File: src/apct_pkg.sv
package apct_pkg;
  localparam int NUM_SLOTS = 32;
  localparam int NUM_TYPES = 32;
  localparam int COORD_BITS = 16;
  localparam int SLOT_BITS = 5;
  localparam int TYPE_BITS = 5;
  localparam int MAX_OUT = 62;

  localparam logic [2:0] MODE_MASK = 3'd0;
  localparam logic [2:0] MODE_ADD = 3'd1;
  localparam logic [2:0] MODE_MARK = 3'd2;
  localparam logic [2:0] MODE_PURGE = 3'd3;
  localparam logic [2:0] MODE_SCAN = 3'd4;
  localparam logic [2:0] MODE_CLEAR = 3'd5;

  localparam logic [1:0] ST_OK = 2'd0;
  localparam logic [1:0] ST_FULL = 2'd1;
  localparam logic [1:0] ST_EMPTY = 2'd2;

  typedef struct packed {
    logic signed [COORD_BITS-1:0] x;
    logic signed [COORD_BITS-1:0] y;
    logic [COORD_BITS-2:0] w;
    logic [COORD_BITS-2:0] h;
  } rect_t;

  typedef struct packed {
    logic [2:0] mode;
    logic [4:0] slot;
    logic [4:0] obj_type;
    logic signed [15:0] rect_x;
    logic signed [15:0] rect_y;
    logic [14:0] rect_w;
    logic [14:0] rect_h;
    logic notify;
    logic [31:0] mask_word;
  } cmd_t;

  typedef struct packed {
    logic [1:0] status;
    logic [4:0] reporter_slot;
    logic [4:0] other_slot;
    logic hit;
    logic last;
  } res_t;

  // broadcast from the controller to every cell
  typedef struct packed {
    logic add;
    logic clear;
    logic purge;
    logic mark;
    logic [SLOT_BITS-1:0] mark_slot;
    logic [TYPE_BITS-1:0] typ;
    rect_t rect;
    logic notify;
  } cell_ctl_t;

  // per-cell view read by the controller
  typedef struct packed {
    logic occ;
    logic lst;
    logic [TYPE_BITS-1:0] typ;
    rect_t rect;
  } cell_view_t;
endpackage

File: src/apct_cell.sv
module apct_cell (
  input  logic                         clk_i,
  input  logic                         rst_ni,
  input  logic [apct_pkg::SLOT_BITS-1:0] idx_i,
  input  apct_pkg::cell_ctl_t          ctl_i,
  input  logic                         add_here_i,
  input  logic                         free_in_i,
  output logic                         free_out_o,
  output apct_pkg::cell_view_t         view_o
);
  import apct_pkg::*;

  logic occ_q, pend_q, lst_q;
  logic [TYPE_BITS-1:0] typ_q;
  rect_t rect_q;

  // free chain: true once this cell or any lower cell is free
  assign free_out_o = free_in_i | ~occ_q;

  always_ff @(posedge clk_i or negedge rst_ni) begin
    if (!rst_ni) begin
      occ_q <= 1'b0;
      pend_q <= 1'b0;
      lst_q <= 1'b0;
    end else if (ctl_i.clear) begin
      occ_q <= 1'b0;
      pend_q <= 1'b0;
      lst_q <= 1'b0;
    end else if (ctl_i.add && add_here_i) begin
      occ_q <= 1'b1;
      pend_q <= 1'b0;
      lst_q <= ctl_i.notify;
    end else if (ctl_i.purge && occ_q && pend_q) begin
      occ_q <= 1'b0;
      pend_q <= 1'b0;
      lst_q <= 1'b0;
    end else if (ctl_i.mark && ctl_i.mark_slot == idx_i && occ_q) begin
      pend_q <= 1'b1;
    end
  end

  always_ff @(posedge clk_i) begin
    if (ctl_i.add && add_here_i) begin
      typ_q <= ctl_i.typ;
      rect_q <= ctl_i.rect;
    end
  end

  assign view_o = '{occ: occ_q, lst: lst_q, typ: typ_q, rect: rect_q};
endmodule

File: config.mk
export PLATFORM = sky130hd
export DESIGN_NAME = apct_cell
export DESIGN_NICKNAME = d
export VERILOG_FILES = /design/src/apct_pkg.sv /design/src/apct_cell.sv
export SDC_FILE = /design/constraint.sdc
export NUM_CORES = 1
export LEC_CHECK = 0
export ABC_CLOCK_PERIOD_IN_PS = 2200
export BUFFER_PORTS_ARGS = -buffer_cell sky130_fd_sc_hd__buf_4
export CAP_MARGIN = 20
export CORE_MARGIN = 4
export CORE_UTILIZATION = 43
export DETAILED_ROUTE_END_ITERATION = 7
export PLACE_DENSITY = 0.88
export SYNTH_ARGS = -nofsm -noshare
export SYNTH_HDL_FRONTEND = slang
export SYNTH_SLANG_ARGS = --single-unit
File: constraint.sdc
create_clock -name clk_i -period 2.2 [get_ports clk_i]
set_input_delay 0.44 -clock clk_i [delete_from_list [all_inputs] [get_ports clk_i]]
set_output_delay 0.44 -clock clk_i [all_outputs]
set_load 0.01 [all_outputs]
==> impl_metrics.yaml <==
cts:
  clk_transition_reported_paths_ps: 80
  clk_root_buffer_cell: "sky130_fd_sc_hd__clkbuf_8"
  cts_post_setup_buffers_inserted: 0
  cts-htree-levels: 3
  cts_made_buffers: 9
  postCtsResizedCells: 0
  cts_buffer_depth: 2
  cts_sinks: 70
  clk_latency_ps: 320
  cts_tree: "built"
yosys:
  synth-seq-cells: 70
  synthTopCellsByCount: "sky130_fd_sc_hd__edfxtp_1 (67), sky130_fd_sc_hd__xnor2_1 (5), sky130_fd_sc_hd__dfrtp_1 (3)"
  yosys.area.top_type: "sky130_fd_sc_hd__edfxtp_1"
  synth_largest_type_area_fraction_pct: 89.93
  synth-async-reset-ratio_pct: 4.286
  syn_nets: 175
  synth.avg_cell_area_um2: 25.14
  count_of_warnings_emitted_by_yosys: 0
  netlist_top_cells_area: "sky130_fd_sc_hd__edfxtp_1 (90%), sky130_fd_sc_hd__dfrtp_1 (3.4%), sky130_fd_sc_hd__xnor2_1 (2.0%)"
  yosys.cell_count.top_type: "sky130_fd_sc_hd__edfxtp_1"
  synthCells: 89
  number_of_distinct_library_cells_after_synthesis: 14
  synth-edff-count: 67
  post_synth_instance_area_um2: 2237
  synth_flop_cell: "sky130_fd_sc_hd__edfxtp_1"
  ys_seq_area_share_pct: 93.29
timing:
  slew_headroom_pct: 65.94
  achievable-frequency_ghz: 0.7066
  final-setup-viol-count: 0
  period_needed_ps: 1415
  timing_worst_slew_pin_value_ps: 510.9
  fin_setup_tns_ps: 0
  maxSlewViolCount: 0
  final.setup_skew_ps: 0.05973
  hold_violations: 0
  final.period_utilization_pct: 64.33
  unrepaired_setup_endpoints_after_global_routing: "no"
route:
  vias_per_cell: 4.436
  drt_wl_total_mm: 5.462
  drt.antenna.violating_nets: 0
  vias: 1455
  drc_violation_total_after_the_first_tritonroute_iteration: 41
  wl_per_cell_um: 16.65
  drt_drc_violations_left: 0
  first_pass_iters: 4
floorplanning:
  placement_rows: 25
  die_h_um: 80.13
  fp.dieArea_um2: 6421
  ioPinCount: 156
  core_area_um2: 4880
  initial_core_utilization_pct: 45.85
  floorplan.die.width_um: 80.13
worst_setup_path:
  buffer_and_inverter_count_on_the_worst_path: 1
  worst_path_max_delay_cell: "sky130_fd_sc_hd__dfrtp_1"
  reg2reg_setup_slack_ps: 1210
  cp_data_arrival_time_ps: 980
  crit_path_cell_trace: "nand2b_1, buf_4"
  timing.critical_path.fanout_max: 5
  crit_required_ps: 1760
  worst_setup_path_start_kind: "register"
  path_depth: 2
  crit_family: "flip-flops"
  timing.rr.end: "lst_q$_DFFE_PN0P_"
  critPathCaptureType: "output pin"
  crit_type: "reg -> out"
  critical-path-max-stage-delay_ps: 430
  worst_r2r_path_depth: 3
  critical_path.reg2reg.startpoint: "occ_q$_DFFE_PN0P_"
status:
  status: "completed"
layout:
  postLayoutCellArea_um2: 3707
  antenna-diode-count: 0
  post_route_cells_drive_above_1_share_pct: 67.05
  nNetsFinal: 342
  layout.core_utilization_pct: 75.97
  area.growth.synth_to_final_pct: 65.72
  final.fill_count: 315
global_routing:
  via_count_of_the_first_global_routing_pass: 1667
  grt_first_pass_wirelength_mm: 8.079
  pin_count_of_the_biggest_net_entering_global_routing: 42
  globalRouteOverflowTotal: 0
  grt_use_total_pct: 17.58
  antenna_violations_before_repair: 0
hold_path:
  min_from: "ctl_i[9]"
  class_of_the_most_critical_hold_timing_path: "in -> reg"
  timing.hold.worst_path_depth: 1
  hold_path_end: "view_o[8]$_DFFE_PP_"
pwr:
  total_power_w: 0.003009
  power_density_nw_per_um2: 811.5
  vdd.ir_drop.worst_mv: 0.5464
  total_leakage_power_nw: 1.577
placed_design:
  gp_routability_congestion: 0.6983
  buffer_ports.inserted: 155
  dpl-instance-area_um2: 3485
job:
  cap_viol_max_count: 0
-- report_power, final --
group          switching, W  internal, W
registers         0.0000250      0.00156
clock network      0.000455     0.000630
logic              0.000134     0.000208
-- how the worst max path moves through the flow --
stage                      startpoint              endpoint  slack [ps]
floorplan                   ctl_i[76]     lst_q$_DFFE_PN0P_         740
global placement            ctl_i[76]  view_o[58]$_DFFE_PP_         550
detailed placement          ctl_i[76]  view_o[41]$_DFFE_PP_         500
CTS                 occ_q$_DFFE_PN0P_            free_out_o         790
global route        occ_q$_DFFE_PN0P_            free_out_o         750
finish              occ_q$_DFFE_PN0P_            free_out_o         780
-- routing by layer --
metal	track usage [%]	share of wire, %	wire (um)	vias to the layer above
met5	0	0	0	-
met4	7.770	1.2	65	0
met3	10.54	15	821	6
met2	31.29	54	2943	104
met1	15.65	30	1632	665
li1	-	-	-	680
-- flip-flops by register name, indices dropped and copies added (netlist names) --
register  cells
typ_q         5
view_o       62
lst_q         1
pend_q        1
occ_q         1
-- layout make-up --
class	count	area (um2)	share of cell area (%)
Multi-Input combinational cell	17	135.1	3.645
Sequential cell	70	2087	56.29
Timing Repair Buffer	158	1189	32.06
Clock inverter	7	88.84	2.396
Tap cell	67	83.83	2.261
Clock buffer	9	123.9	3.341
-- metrics by stage --
stage               setup slack (ps)  instances  hold slack (ps)
CTS                            785.8        328            270.9
finish                         784.7        328            287.9
detailed placement             502.0        311            231.8
global placement               549.7        311            230.8
global route                   746.7        328            266.2
floorplan                      738.6         89            144.4
-- layout by cell type, fill, tap and decap left out, drive strengths merged, types with 2 or more instances in the layout --
| cell type | Yosys | final |
|---|---|---|
| and2 | 3 | 3 |
| bufinv | 0 | 2 |
| buf | 2 | 157 |
| clkbuf | 0 | 9 |
| edfxtp | 67 | 67 |
| xnor2 | 5 | 5 |
| nand4 | 2 | 2 |
| dfrtp | 3 | 3 |
| clkinv | 0 | 3 |
| clkinvlp | 0 | 2 |
-- worst reg2reg max path: stages, from the launching register on --
cell                      delay [ps]
sky130_fd_sc_hd__dfrtp_1         430
sky130_fd_sc_hd__nand3_1         120
sky130_fd_sc_hd__and2_4          160
sky130_fd_sc_hd__a22o_1          180
-- what timing repair did --
action	in CTS	in global routing
hold endpoints to repair	3	0
setup endpoints to repair	0	0
hold buffers	1	0
-- cell families after synthesis --
family	Yosys count	share of synthesized area [%]
flip-flops	70	93.29
AND/OR/NAND/NOR	8	2.741
XOR/XNOR	5	1.957
AO/OA/AOI/OAI	4	1.342
buffers and inverters	2	0.6709
No activity file was read; power rests on OpenSTA's default activity.
